==> src/rtl/core/sftb_pkg.sv <==
// sftb_pkg: shared types, constants and helpers for the spi flash / touch bus block
// no dependencies; imported by the input, execute and output stages, the top level and the bench
`default_nettype none

package sftb_pkg;

  // flash array size and address width
  localparam int FLASH_BYTES = 131072;
  localparam int FLASH_AW    = $clog2(FLASH_BYTES);

  // item command codes
  typedef enum logic [2:0] {
    CMD_CTRL  = 3'd0,
    CMD_DATA  = 3'd1,
    CMD_LOAD  = 3'd2,
    CMD_TOUCH = 3'd3,
    CMD_MIC   = 3'd4
  } cmd_t;

  // control register layout
  localparam logic [15:0] CTRL_WR_MASK  = 16'hCF03;
  localparam int          CTRL_EN_BIT   = 15;
  localparam int          CTRL_IRQ_BIT  = 14;
  localparam int          CTRL_HOLD_BIT = 11;
  localparam int          CTRL_WIDE_BIT = 10;
  localparam int          CTRL_DEV_LSB  = 8;

  // device select codes
  localparam logic [1:0] DEV_FLASH = 2'd1;
  localparam logic [1:0] DEV_TOUCH = 2'd2;

  // flash read opcode and length of the address phase
  localparam logic [7:0]  FLASH_RD_OP    = 8'h03;
  localparam logic [15:0] ADDR_PHASE_END = 16'd4;

  // touch channel codes, command bits 6..4
  localparam logic [2:0] CH_Y   = 3'd1;
  localparam logic [2:0] CH_X   = 3'd5;
  localparam logic [2:0] CH_MIC = 3'd6;

  localparam logic [11:0] TOUCH_Y_IDLE = 12'hFFF;

  // how the returned byte is formed after the flash read
  typedef enum logic [1:0] {
    SEL_BYTE  = 2'd0,
    SEL_RAM   = 2'd1,
    SEL_LATCH = 2'd2
  } sel_t;

  // one input item as held in the input register
  typedef struct packed {
    logic [2:0]  cmd;
    logic [15:0] write_mask;
    logic [15:0] write_value;
    logic [16:0] load_address;
    logic [7:0]  load_byte;
    logic [11:0] touch_x_in;
    logic [11:0] touch_y_in;
    logic [11:0] mic_in;
  } item_t;

  // result in flight between execute and output stage
  typedef struct packed {
    sel_t       sel;
    logic [7:0] data;
    logic       irq;
  } mid_t;

  // flash memory access request
  typedef struct packed {
    logic                en;
    logic                we;
    logic [FLASH_AW-1:0] addr;
    logic [7:0]          wdata;
  } ram_req_t;

  // adc level split over two bus bytes
  function automatic logic [7:0] adc_byte(input logic [11:0] level, input logic odd);
    logic [7:0] res;
    if (odd) res = {1'b0, level[11:5]};
    else     res = {level[4:0], 3'b000};
    return res;
  endfunction

endpackage

`default_nettype wire

==> src/rtl/core/sftb_exec.sv <==
// sftb_exec: bus state, command decode and flash access for one item per cycle
// when adv is high; depends on sftb_pkg; drives flash ram and output stage
`default_nettype none

module sftb_exec (
  input  wire logic              clk,
  input  wire logic              rst_n,
  input  wire logic              item_valid,
  input  wire sftb_pkg::item_t   item,
  input  wire logic              adv,
  output sftb_pkg::ram_req_t     ram_req,
  output logic                   mid_valid,
  output sftb_pkg::mid_t         mid
);
  import sftb_pkg::*;

  logic [15:0] ctrl_r,      ctrl_nxt;
  logic [15:0] count_r,     count_nxt;
  logic [7:0]  cmd_latch_r, cmd_latch_nxt;
  logic [31:0] ptr_r,       ptr_nxt;
  logic [11:0] tx_r,        tx_nxt;
  logic [11:0] ty_r,        ty_nxt;
  logic [11:0] mic_r,       mic_nxt;
  logic        mid_valid_r, mid_valid_nxt;
  mid_t        mid_r,       mid_nxt;

  logic        fire;
  logic [15:0] wmask;
  logic [7:0]  v;
  logic [31:0] load_addr32;
  logic [31:0] step;
  logic [2:0]  ch;
  logic [1:0]  dev;

  assign fire        = item_valid && adv;
  assign wmask       = item.write_mask & CTRL_WR_MASK;
  assign v           = item.write_value[7:0];
  assign load_addr32 = 32'(item.load_address);
  assign step        = ctrl_r[CTRL_WIDE_BIT] ? 32'd2 : 32'd1;
  assign ch          = cmd_latch_r[6:4];
  assign dev         = ctrl_r[CTRL_DEV_LSB+1:CTRL_DEV_LSB];

  // decode one item and work out the next state
  always_comb begin
    ctrl_nxt      = ctrl_r;
    count_nxt     = count_r;
    cmd_latch_nxt = cmd_latch_r;
    ptr_nxt       = ptr_r;
    tx_nxt        = tx_r;
    ty_nxt        = ty_r;
    mic_nxt       = mic_r;
    mid_valid_nxt = 1'b0;
    mid_nxt       = '{sel: SEL_BYTE, data: 8'h00, irq: 1'b0};
    ram_req       = '{en: 1'b0, we: 1'b0, addr: ptr_r[FLASH_AW-1:0], wdata: item.load_byte};

    if (fire) begin
      case (cmd_t'(item.cmd))
        CMD_CTRL: begin
          ctrl_nxt = (ctrl_r & ~wmask) | (item.write_value & wmask);
        end
        CMD_DATA: begin
          mid_valid_nxt = 1'b1;
          if (ctrl_r[CTRL_EN_BIT]) begin
            mid_nxt.irq = ctrl_r[CTRL_IRQ_BIT];
            if (count_r == 16'd0) begin
              // first byte of a transfer carries the device command
              cmd_latch_nxt = v;
              ptr_nxt       = 32'd0;
            end else if (dev == DEV_FLASH) begin
              if (cmd_latch_r == FLASH_RD_OP) begin
                if (count_r < ADDR_PHASE_END) begin
                  // address phase: most significant byte first
                  mid_nxt.sel = SEL_LATCH;
                  case (count_r[1:0])
                    2'd1:    ptr_nxt = ptr_r | {8'h00, v, 16'h0000};
                    2'd2:    ptr_nxt = ptr_r | {16'h0000, v, 8'h00};
                    default: ptr_nxt = ptr_r | {24'h000000, v};
                  endcase
                end else begin
                  // data phase: read at the pointer, zero past the array
                  if (ptr_r < 32'(FLASH_BYTES)) begin
                    mid_nxt.sel = SEL_RAM;
                    ram_req.en  = 1'b1;
                  end
                  ptr_nxt = ptr_r + step;
                end
              end
            end else if (dev == DEV_TOUCH) begin
              case (ch)
                CH_Y:    mid_nxt.data = adc_byte(ty_r, count_r[0]);
                CH_X:    mid_nxt.data = adc_byte(tx_r, count_r[0]);
                CH_MIC:  mid_nxt.data = adc_byte(mic_r, count_r[0]);
                default: mid_nxt.data = 8'h00;
              endcase
            end
            count_nxt = ctrl_r[CTRL_HOLD_BIT] ? count_r + 16'd1 : 16'd0;
          end
        end
        CMD_LOAD: begin
          if (load_addr32 < 32'(FLASH_BYTES)) begin
            ram_req.en   = 1'b1;
            ram_req.we   = 1'b1;
            ram_req.addr = load_addr32[FLASH_AW-1:0];
          end
        end
        CMD_TOUCH: begin
          tx_nxt = item.touch_x_in;
          ty_nxt = item.touch_y_in;
        end
        CMD_MIC: begin
          mic_nxt = item.mic_in;
        end
        default: begin
          ctrl_nxt = ctrl_r;
        end
      endcase
    end
  end

  // bus state
  always_ff @(posedge clk) begin
    if (!rst_n) begin
      ctrl_r      <= 16'h0000;
      count_r     <= 16'h0000;
      cmd_latch_r <= 8'h00;
      ptr_r       <= 32'd0;
      tx_r        <= 12'h000;
      ty_r        <= TOUCH_Y_IDLE;
      mic_r       <= 12'h000;
      mid_valid_r <= 1'b0;
    end else begin
      ctrl_r      <= ctrl_nxt;
      count_r     <= count_nxt;
      cmd_latch_r <= cmd_latch_nxt;
      ptr_r       <= ptr_nxt;
      tx_r        <= tx_nxt;
      ty_r        <= ty_nxt;
      mic_r       <= mic_nxt;
      if (adv) mid_valid_r <= mid_valid_nxt;
    end
  end

  // result waiting for the flash read data
  always_ff @(posedge clk) begin
    if (adv) mid_r <= mid_nxt;
  end

  assign mid_valid = mid_valid_r;
  assign mid       = mid_r;

endmodule

`default_nettype wire

==> config.mk <==
export PLATFORM = sky130hd
export DESIGN_NAME = sftb_exec
export DESIGN_NICKNAME = d
export VERILOG_FILES = /design/src/rtl/core/sftb_pkg.sv /design/src/rtl/core/sftb_exec.sv
export SDC_FILE = /design/constraint.sdc
export NUM_CORES = 1
export LEC_CHECK = 0
export BUFFER_PORTS_ARGS = -buffer_cell sky130_fd_sc_hd__buf_2
export CAP_MARGIN = 20
export CORE_MARGIN = 2
export CORE_UTILIZATION = 45
export CTS_CLUSTER_DIAMETER = 80
export DETAILED_ROUTE_END_ITERATION = 10
export GPL_ROUTABILITY_DRIVEN = 0
export GPL_TIMING_DRIVEN = 0
export HOLD_SLACK_MARGIN = 0.08
export PLACE_DENSITY = 0.69
export SLEW_MARGIN = 20
export SYNTH_ARGS = -nofsm -noshare
export SYNTH_HDL_FRONTEND = slang
export SYNTH_SLANG_ARGS = --single-unit
==> constraint.sdc <==
create_clock -name clk -period 3 [get_ports clk]
set_input_delay 0.45 -clock clk [delete_from_list [all_inputs] [get_ports clk]]
set_output_delay 0.45 -clock clk [all_outputs]
set_load 0.02 [all_outputs]
==> impl_metrics.py, run 1 <==
metrics = {
    "run_status": {
        "status": "finished, final reports clean",
    },
    "pwr": {
        "p_sw_mw": 0.715,
        "p_per_area_mw_per_mm2": 422,
        "clkPwrFrac": 0.422,
        "ir_drop_mv": 0.270,
        "power_leakage_nw": 2.72,
        "switching_share": 0.245,
        "p_int_mw": 2.21,
        "combPwrFrac": 0.064,
        "total_power_mw": 2.92,
        "seqPwrFrac": 0.514,
    },
    "timing": {
        "worstMarginPinSlew_ns": 0.838,
        "skew_ns": 0.0134,
        "final-setup-viol-count": 0,
        "slew_headroom": 0.435,
        "finalHoldViolCount": 0,
        "fin_crit_ns": 2.85,
        "fin_crit_sh": 0.951,
        "fmax_mhz": 351,
        "grt_setup_unrepaired": "false",
        "slew_violations": 0,
    },
    "setup_path": {
        "cp.required_ns": 2.55,
        "regToRegSetupSlack_ns": 0.25,
        "startpoint": "cmd_latch_r[7]",
        "cp-end-kind": "output port",
        "cp.arrival_ns": 2.40,
        "cp.depth": 6,
        "worstSetupPathType": "reg2out",
        "crit_fanout": 10,
        "crit_slowest_cell": "or4bb_1",
        "cpLargestDelayFamily": "simple AND/OR/NAND/NOR gates",
        "crit_buf_inv": 1,
        "worst_setup_path_start_kind": "flop",
        "path_cells": "or4bb_1 > nor3_4 > nand2_1 > nor2_2 > or2_2 > buf_2",
        "cp_slowest_stage_delay_ns": 0.56,
        "ff2ff_path_depth": 9,
    },
    "global_route": {
        "gr-usage-all-layers": 0.241,
        "grt_pass1_vias": 5557,
        "grt_pass1_wl_mm": 27.1,
        "grt_overflow_total": 0,
        "grt_max_degree": 21,
        "antenna_found_initial": 0,
    },
    "final_layout": {
        "nets": 946,
        "drive_gt1_frac": 0.218,
        "syn2layout_area_growth_pct": 19.7,
        "fillers": 1171,
        "insertedDiodeCount": 0,
        "utilization": 0.551,
    },
    "min_path": {
        "hold_class": "in2reg",
        "hp-start": "item[18]",
        "whs_path_depth": 3,
    },
    "flow_run": {
        "drv_cap": 0,
    },
    "yosys": {
        "syn_area_mm2": 0.00578,
        "ys_async_sr_fraction": 0,
        "syn_inst": 711,
        "ys_types": 62,
        "ys.flop_type": "dfxtp_1",
        "synth_area_leaders": "dfxtp_1 (34%), nand2_1 (6.9%), nor2_1 (5.9%)",
        "syn_area_per_cell_um2": 8.13,
        "synth_seq_cells": 110,
        "synth_edf_count": 11,
        "yosys.area.top_type_share": 0.343,
        "seq_area_frac_synth": 0.400,
        "synth.most_common_cell": "nand2_1",
        "synth_top_area_cell": "dfxtp_1",
        "yosysWarnings": 0,
        "synth_nets": 818,
        "yosys-top-cells-count": "nand2_1 (106), dfxtp_1 (99), nor2_1 (91), a21oi_1 (54), nand3_1 (43)",
    },
    "die": {
        "core_area_mm2": 0.0126,
        "start_util": 0.460,
        "die_y_um": 117,
        "io_pins": 139,
        "die-area_mm2": 0.0138,
        "die_w_um": 117,
        "row_count": 41,
    },
    "routing": {
        "vias": 5745,
        "dr.pass1.iters": 7,
        "wire_per_inst_um": 16.5,
        "totalWireLength_mm": 16.8,
        "ant_nets": 0,
        "drc": 0,
        "via_per_inst": 5.65,
        "dr.first_iter.drc_count": 678,
    },
    "cts": {
        "root_buffer": "clkbuf_16",
        "cts.clk_slew.worst_paths_ns": 0.08,
        "hold_buffers": 0,
        "clock-sinks": 110,
        "cts_buffer_depth": 2,
        "cts_buffers": 9,
        "h-tree-depth": 3,
        "worstSkewPairLatency_ns": 0.36,
        "cts_tree": "built",
    },
    "place": {
        "port_buffers": 117,
        "dp_hpwl_mm": 12.6,
    },
}
## placed cells by master, fill, tap and decap left out, types with 18 or more instances in the layout
cell        n
buf_2     119
nand2_1   106
dfxtp_1    99
nor2_1     89
a21oi_1    54
nand3_1    43
o21ai_0    36
mux2i_1    30
clkbuf_1   28
mux2_2     18
## layer usage
metal	wire (um)	track usage	vias to the layer above
met5	0	0	-
met4	473	0.0873	0
met3	1400	0.0540	40
met2	7850	0.392	242
met1	7070	0.315	2676
li1	-	-	2787
## path summary, 6_finish.rpt
kind / endpoint
setup / recovery: ram_req[26]
hold / removal: ty_r[6]
setup reg to reg: ptr_r[30]
hold reg to reg: tx_r[10]
## layout make-up
| type | count | area, um^2 | area share |
|---|---|---|---|
| repair buffers | 118 | 593 | 0.0857 |
| plain buffers | 44 | 200 | 0.0289 |
| multi-input cells | 546 | 3250 | 0.469 |
| flip-flops and latches | 110 | 2310 | 0.334 |
| clock inverters | 6 | 63.8 | 0.00922 |
| clock buffers | 10 | 250 | 0.0362 |
| inverters | 10 | 37.5 | 0.00542 |
| well taps | 172 | 215 | 0.0311 |
## flip-flops by register name (all words and copies together) (netlist names), named ones only
signal and flops:
cmd_latch_r 8, count_r 16, mic_r 12, mid 11
mid_valid 1, ptr_r 32, tx_r 12, ty_r 12
## through the flow
stage	cells	TNS, ns	setup slack, ns	hold slack, ns	area, um^2
4_1_cts	1016	0	0.00920	0.283	6910
3_3_place_gp	1000	-1.09	-0.103	0.440	6580
5_1_grt	1016	0	0.0288	0.294	6920
6_report	1016	0	0.148	0.286	6920
2_1_floorplan	711	0	0.567	0.432	5780
3_5_place_dp	1000	-1.68	-0.142	0.445	6580
## tightest hold or removal path: cells and delay by family
kind,cells,cell delay (ns)
and+or+nand+nor,2,0.10
buffers and inverters,1,0.07
## logic make-up after synthesis
kind of cell             count (synthesis)  share of synthesized area
AND/OR/NAND/NOR                        322                      0.263
AO/OA/AOI/OAI                          147                      0.157
flip-flops                             110                      0.400
buffers and inverters                   55                     0.0411
multiplexers                            49                     0.0909
XOR/XNOR                                21                     0.0318
adder cells (fa/ha/maj)                  7                     0.0164
## what timing repair did
action / 4_1_cts / 5_1_grt
endpoints found under the hold margin: 0 / 0
pin swaps: 1 / 1
buffers inserted: 1 / 0
setup endpoints to repair: 14 / 12
gates resized for setup: 3 / 7
## power by group through the flow
stage,Sequential [mW],Clock (mW),Combinational [mW]
after CTS,1.50,1.25,0.185
after global routing,1.50,1.31,0.201
after global placement,1.54,0,0.181
final,1.50,1.23,0.187
after floorplan,1.54,0,0.0728
after detailed placement,1.54,0,0.184
No activity file was read; power rests on OpenSTA's default activity.
==> run 2: changes to the inputs <==
--- a/config.mk
+++ b/config.mk
@@ -8,13 +8,12 @@
 export BUFFER_PORTS_ARGS = -buffer_cell sky130_fd_sc_hd__buf_2
 export CAP_MARGIN = 20
 export CORE_MARGIN = 2
-export CORE_UTILIZATION = 45
+export CORE_UTILIZATION = 54
 export CTS_CLUSTER_DIAMETER = 80
 export DETAILED_ROUTE_END_ITERATION = 10
 export GPL_ROUTABILITY_DRIVEN = 0
 export GPL_TIMING_DRIVEN = 0
-export HOLD_SLACK_MARGIN = 0.08
-export PLACE_DENSITY = 0.69
+export PLACE_DENSITY = 0.8
 export SLEW_MARGIN = 20
 export SYNTH_ARGS = -nofsm -noshare
 export SYNTH_HDL_FRONTEND = slang
==> impl_metrics.py, run 2 (synthesis gave the netlist of run 1 again) <==
metrics = {
    "run_status": {
        "status": "finished, final reports clean",
    },
    "timing": {
        "grt_setup_unrepaired": "false",
        "skew_ns": 0.0135,
        "final-setup-viol-count": 0,
        "fin_crit_sh": 0.962,
        "fmax_mhz": 347,
        "slew_headroom": 0.418,
        "worstMarginPinSlew_ns": 0.861,
        "fin_crit_ns": 2.89,
        "finalHoldViolCount": 0,
        "slew_violations": 0,
        "finalSetupTns_ns": 0,
    },
    "setup_path": {
        "cp-end-kind": "output port",
        "worstSetupPathType": "reg2out",
        "cp.arrival_ns": 2.44,
        "worst_setup_path_start_kind": "flop",
        "regToRegSetupSlack_ns": 0.23,
        "crit_fanout": 10,
        "cp.required_ns": 2.55,
    },
    "cts": {
        "cts_tree": "built",
        "cts_buffer_depth": 2,
        "hold_buffers": 0,
        "root_buffer": "clkbuf_8",
        "clock-sinks": 110,
        "cts.clk_slew.worst_paths_ns": 0.12,
        "cts_buffers": 9,
        "h-tree-depth": 3,
        "worstSkewPairLatency_ns": 0.38,
    },
    "flow_run": {
        "drv_cap": 0,
    },
    "final_layout": {
        "nets": 947,
        "largest_reg_flops": 32,
        "top_regs": "ptr_r x32, count_r x16",
        "insertedDiodeCount": 0,
        "fillers": 892,
        "final_common_cell": "buf_2",
        "syn2layout_area_growth_pct": 17.8,
        "final_cell_mix": "buf_2 (119), nand2_1 (106), dfxtp_1 (99)",
        "largest-register": "ptr_r",
        "drive_gt1_frac": 0.220,
        "instances_no_fill": 981,
    },
    "global_route": {
        "grt_pass1_vias": 5501,
        "grt_overflow_total": 0,
        "gr-usage-all-layers": 0.289,
        "grt_pass1_wl_mm": 26.8,
        "grt_max_degree": 21,
        "antenna_found_initial": 0,
    },
    "die": {
        "die-area_mm2": 0.0116,
        "io_pins": 139,
        "start_util": 0.558,
        "core_area_mm2": 0.0104,
        "die_y_um": 107,
        "die_w_um": 107,
        "row_count": 37,
    },
    "min_path": {
        "hold_class": "in2reg",
    },
    "routing": {
        "drc": 0,
        "via_per_inst": 6.03,
        "dr.first_iter.drc_count": 597,
        "totalWireLength_mm": 16.7,
        "vias": 5918,
        "ant_nets": 0,
        "dr.pass1.iters": 6,
        "wire_per_inst_um": 17.1,
    },
    "place": {
        "port_buffers": 117,
        "dp_hpwl_mm": 12.3,
        "place_inst": 964,
    },
    "pwr": {
        "power_leakage_nw": 2.71,
        "p_per_area_mw_per_mm2": 390,
        "ir_drop_mv": 0.250,
    },
}
-- run 2: per-stage QoR --
step | setup WS [ns] | util | hold slack [ns] | area [um^2] | total power [mW]
2_1_floorplan | 0.567 | - | 0.432 | 5780 | 1.62
3_3_place_gp | -0.0144 | 0.630 | 0.438 | 6540 | 1.71
3_5_place_dp | -0.0609 | 0.630 | 0.443 | 6540 | 1.72
4_1_cts | 0.0576 | 0.653 | 0.273 | 6770 | 2.65
5_1_grt | 0.0306 | 0.657 | 0.284 | 6810 | 2.73
6_report | 0.114 | 0.657 | 0.270 | 6810 | 2.66
-- run 2: worst max-delay path, stage by stage, from the launching register on --
cell      delay (ns)
dfxtp_1         0.41
nor4_4          0.33
nand4_1         0.20
buf_2           0.25
clkbuf_2        0.22
nand2_1         0.12
nor2_1          0.09
or2_2           0.27
buf_2           0.16
-- run 2: per-layer routing --
| metal | vias to the layer above | wire, um | part of all wire | GRT usage |
|---|---|---|---|---|
| li1 | 2798 | - | - | - |
| met1 | 2720 | 6720 | 0.40 | 0.377 |
| met2 | 347 | 7900 | 0.47 | 0.479 |
| met3 | 53 | 1620 | 0.097 | 0.0430 |
| met4 | 0 | 503 | 0.030 | 0.125 |
| met5 | - | 0 | 0 | 0 |
-- run 2: cell type report --
cell class                      count  area [um^2]  area share
Buffer                             45          206      0.0303
Tap cell                          136          170      0.0250
Clock buffer                        9          124      0.0182
Sequential cell                   110         2310       0.340
Inverter                           10         37.5     0.00551
Multi-Input combinational cell    546         3280       0.481
Clock inverter                      7         90.1      0.0132
Timing Repair Buffer              118          593      0.0871
-- run 2: worst paths after layout --
kind	start	to	cells past startpoint
hold reg to reg	tx_r[0]	tx_r[0]	2
hold / removal	item[22]	ty_r[10]	3
setup reg to reg	ptr_r[7]	ptr_r[27]	7
setup / recovery	count_r[2]	ram_req[26]	8
-- run 2: what timing repair did --
item	4_1_cts	5_1_grt
setup endpoints to repair	16	18
pin swaps	1	0
resized for setup	4	12
setup buffers	1	0
-- run 2: power breakdown --
part           total (mW)  leakage (nW)  switching (mW)  internal [mW]
sequential           1.50         0.909         0.00748           1.50
combinational       0.184          1.69           0.109         0.0747
clock               0.970         0.108           0.562          0.407
total                2.66          2.71           0.679           1.98
==> run 3: changes to the inputs <==
--- a/config.mk
+++ b/config.mk
@@ -7,13 +7,15 @@
 export LEC_CHECK = 0
 export BUFFER_PORTS_ARGS = -buffer_cell sky130_fd_sc_hd__buf_2
 export CAP_MARGIN = 20
+export CELL_PAD_IN_SITES_DETAIL_PLACEMENT = 0
+export CELL_PAD_IN_SITES_GLOBAL_PLACEMENT = 1
 export CORE_MARGIN = 2
-export CORE_UTILIZATION = 54
+export CORE_UTILIZATION = 42
 export CTS_CLUSTER_DIAMETER = 80
 export DETAILED_ROUTE_END_ITERATION = 10
 export GPL_ROUTABILITY_DRIVEN = 0
 export GPL_TIMING_DRIVEN = 0
-export PLACE_DENSITY = 0.8
+export PLACE_DENSITY_LB_ADDON = 0.1
 export SLEW_MARGIN = 20
 export SYNTH_ARGS = -nofsm -noshare
 export SYNTH_HDL_FRONTEND = slang
==> constraint.sdc (replaced) <==
create_clock -name clk -period 3.5 [get_ports clk]
set_input_delay 0.175 -clock clk [delete_from_list [all_inputs] [get_ports clk]]
set_output_delay 0.175 -clock clk [all_outputs]
set_load 0.02 [all_outputs]
==> impl_metrics.py, run 3 (synthesis gave the netlist of run 1 again) <==
metrics = {
    "run_status": {
        "status": "finished, final reports clean",
    },
    "place": {
        "place_area_mm2": 0.00659,
        "dp_hpwl_mm": 13.2,
        "port_buffers": 117,
    },
    "setup_path": {
        "cpLargestDelayFamily": "simple AND/OR/NAND/NOR gates",
        "cp.required_ns": 3.32,
        "ff2ff_path_depth": 7,
        "path_cells": "nor4_1 > nand4_1 > clkbuf_1 > clkbuf_1 > nand2_1 > nor2_1 > or2_2 > buf_2",
        "worstReg2RegEnd": "ptr_r[27]",
        "startpoint": "count_r[2]",
        "worstSetupPathType": "reg2out",
        "crit_fanout": 10,
        "cp_slowest_stage_delay_ns": 0.50,
        "path_common_cell": "clkbuf_1",
        "crit_slowest_cell": "nand4_1",
        "r2r_start": "ptr_r[7]",
        "worst_setup_path_start_kind": "flop",
        "cp.arrival_ns": 3.00,
        "cp-end-kind": "output port",
        "regToRegSetupSlack_ns": 0.60,
        "crit_buf_inv": 3,
    },
    "final_layout": {
        "final_cell_mix": "buf_2 (118), nand2_1 (106), dfxtp_1 (99)",
        "design_area_mm2": 0.00686,
        "final_common_cell": "buf_2",
        "insertedDiodeCount": 0,
        "drive_gt1_frac": 0.206,
        "largest_reg_flops": 32,
        "fillers": 1397,
        "syn2layout_area_growth_pct": 18.7,
        "top_regs": "ptr_r x32, count_r x16",
        "largest-register": "ptr_r",
        "nets": 946,
    },
    "routing": {
        "totalWireLength_mm": 17.6,
        "vias": 5747,
        "via_per_inst": 5.63,
        "dr.pass1.iters": 6,
        "wire_per_inst_um": 17.2,
        "dr.first_iter.drc_count": 543,
        "drc": 0,
        "ant_nets": 0,
    },
    "timing": {
        "fmax_mhz": 315,
        "grt_setup_unrepaired": "false",
        "final-setup-viol-count": 0,
        "finalHoldViolCount": 0,
        "slew_headroom": 0.481,
        "holdWs_ns": 0.0160,
        "fin_crit_sh": 0.908,
        "slew_violations": 0,
        "fin_crit_ns": 3.18,
        "worstMarginPinSlew_ns": 0.772,
        "finalSetupTns_ns": 0,
        "skew_ns": 0.00656,
    },
    "global_route": {
        "grt_pass1_vias": 5325,
        "grt_overflow_total": 0,
        "grt_pass1_wl_mm": 27.8,
        "antenna_found_initial": 0,
        "gr-usage-all-layers": 0.243,
        "grt_max_degree": 18,
    },
    "pwr": {
        "total_power_mw": 2.42,
        "p_per_area_mw_per_mm2": 352,
        "power_leakage_nw": 2.68,
        "ir_drop_mv": 0.200,
    },
    "die": {
        "die_w_um": 121,
        "die-area_mm2": 0.0147,
        "row_count": 42,
        "start_util": 0.433,
        "core_area_mm2": 0.0133,
        "die_y_um": 121,
        "io_pins": 139,
    },
    "cts": {
        "cts_tree": "built",
        "cts_buffer_depth": 2,
        "hold_buffers": 0,
        "cts_setup_buffers": 0,
        "h-tree-depth": 3,
        "cts_resized": 0,
        "cts_buffers": 9,
        "root_buffer": "clkbuf_16",
        "cts.clk_slew.worst_paths_ns": 0.08,
        "clock-sinks": 110,
        "worstSkewPairLatency_ns": 0.36,
    },
    "flow_run": {
        "drv_cap": 0,
    },
    "min_path": {
        "hp-start": "item[18]",
        "whs_path_depth": 3,
        "hold_class": "in2reg",
        "hold_end": "ty_r[6]",
    },
}
## run 3: layout make-up
type / count / area, um^2 / area share
Buffer: 45 / 200 / 0.0292
Clock buffer: 11 / 233 / 0.0339
Clock inverter: 5 / 33.8 / 0.00492
Inverter: 10 / 37.5 / 0.00547
Multi-Input combinational cell: 546 / 3240 / 0.472
Sequential cell: 110 / 2310 / 0.337
Tap cell: 176 / 220 / 0.0321
Timing Repair Buffer: 117 / 586 / 0.0854
## run 3: per-layer routing
layer / global-route usage / part of all wire / up-vias
met5: 0 / 0 / -
met4: 0.0819 / 0.020 / 0
met3: 0.0540 / 0.070 / 31
met2: 0.385 / 0.46 / 219
met1: 0.329 / 0.45 / 2702
li1: - / - / 2795
## run 3: worst max-delay path by stage
stage / to / depth (start not counted)
3_5_place_dp: ptr_r[4] / 8
6_report: ram_req[26] / 8
2_1_floorplan: ptr_r[30] / 9
3_3_place_gp: ptr_r[30] / 9
5_1_grt: ram_req[26] / 8
4_1_cts: ram_req[26] / 8
## run 3: worst register-to-register path, delay by kind of cell, from the launching register on
family,cells,cell delay (ns)
simple gates,5,2.12
flops,1,0.31
buf+inv,1,0.29
compound gates,1,0.07
## run 3: metrics by stage
stage                     utilization  std cells  setup WS, ns
final                           0.514       1020         0.322
after global routing            0.514       1020        0.0825
after global placement          0.494       1004         0.420
after detailed placement        0.494       1004         0.651
after CTS                       0.514       1020         0.331
after floorplan                     -        711          1.07
## run 3: power breakdown
| group | internal (mW) | switching (mW) |
|---|---|---|
| logic | 0.0640 | 0.0948 |
| registers | 1.28 | 0.00594 |
| clock network | 0.485 | 0.486 |
| total | 1.83 | 0.586 |
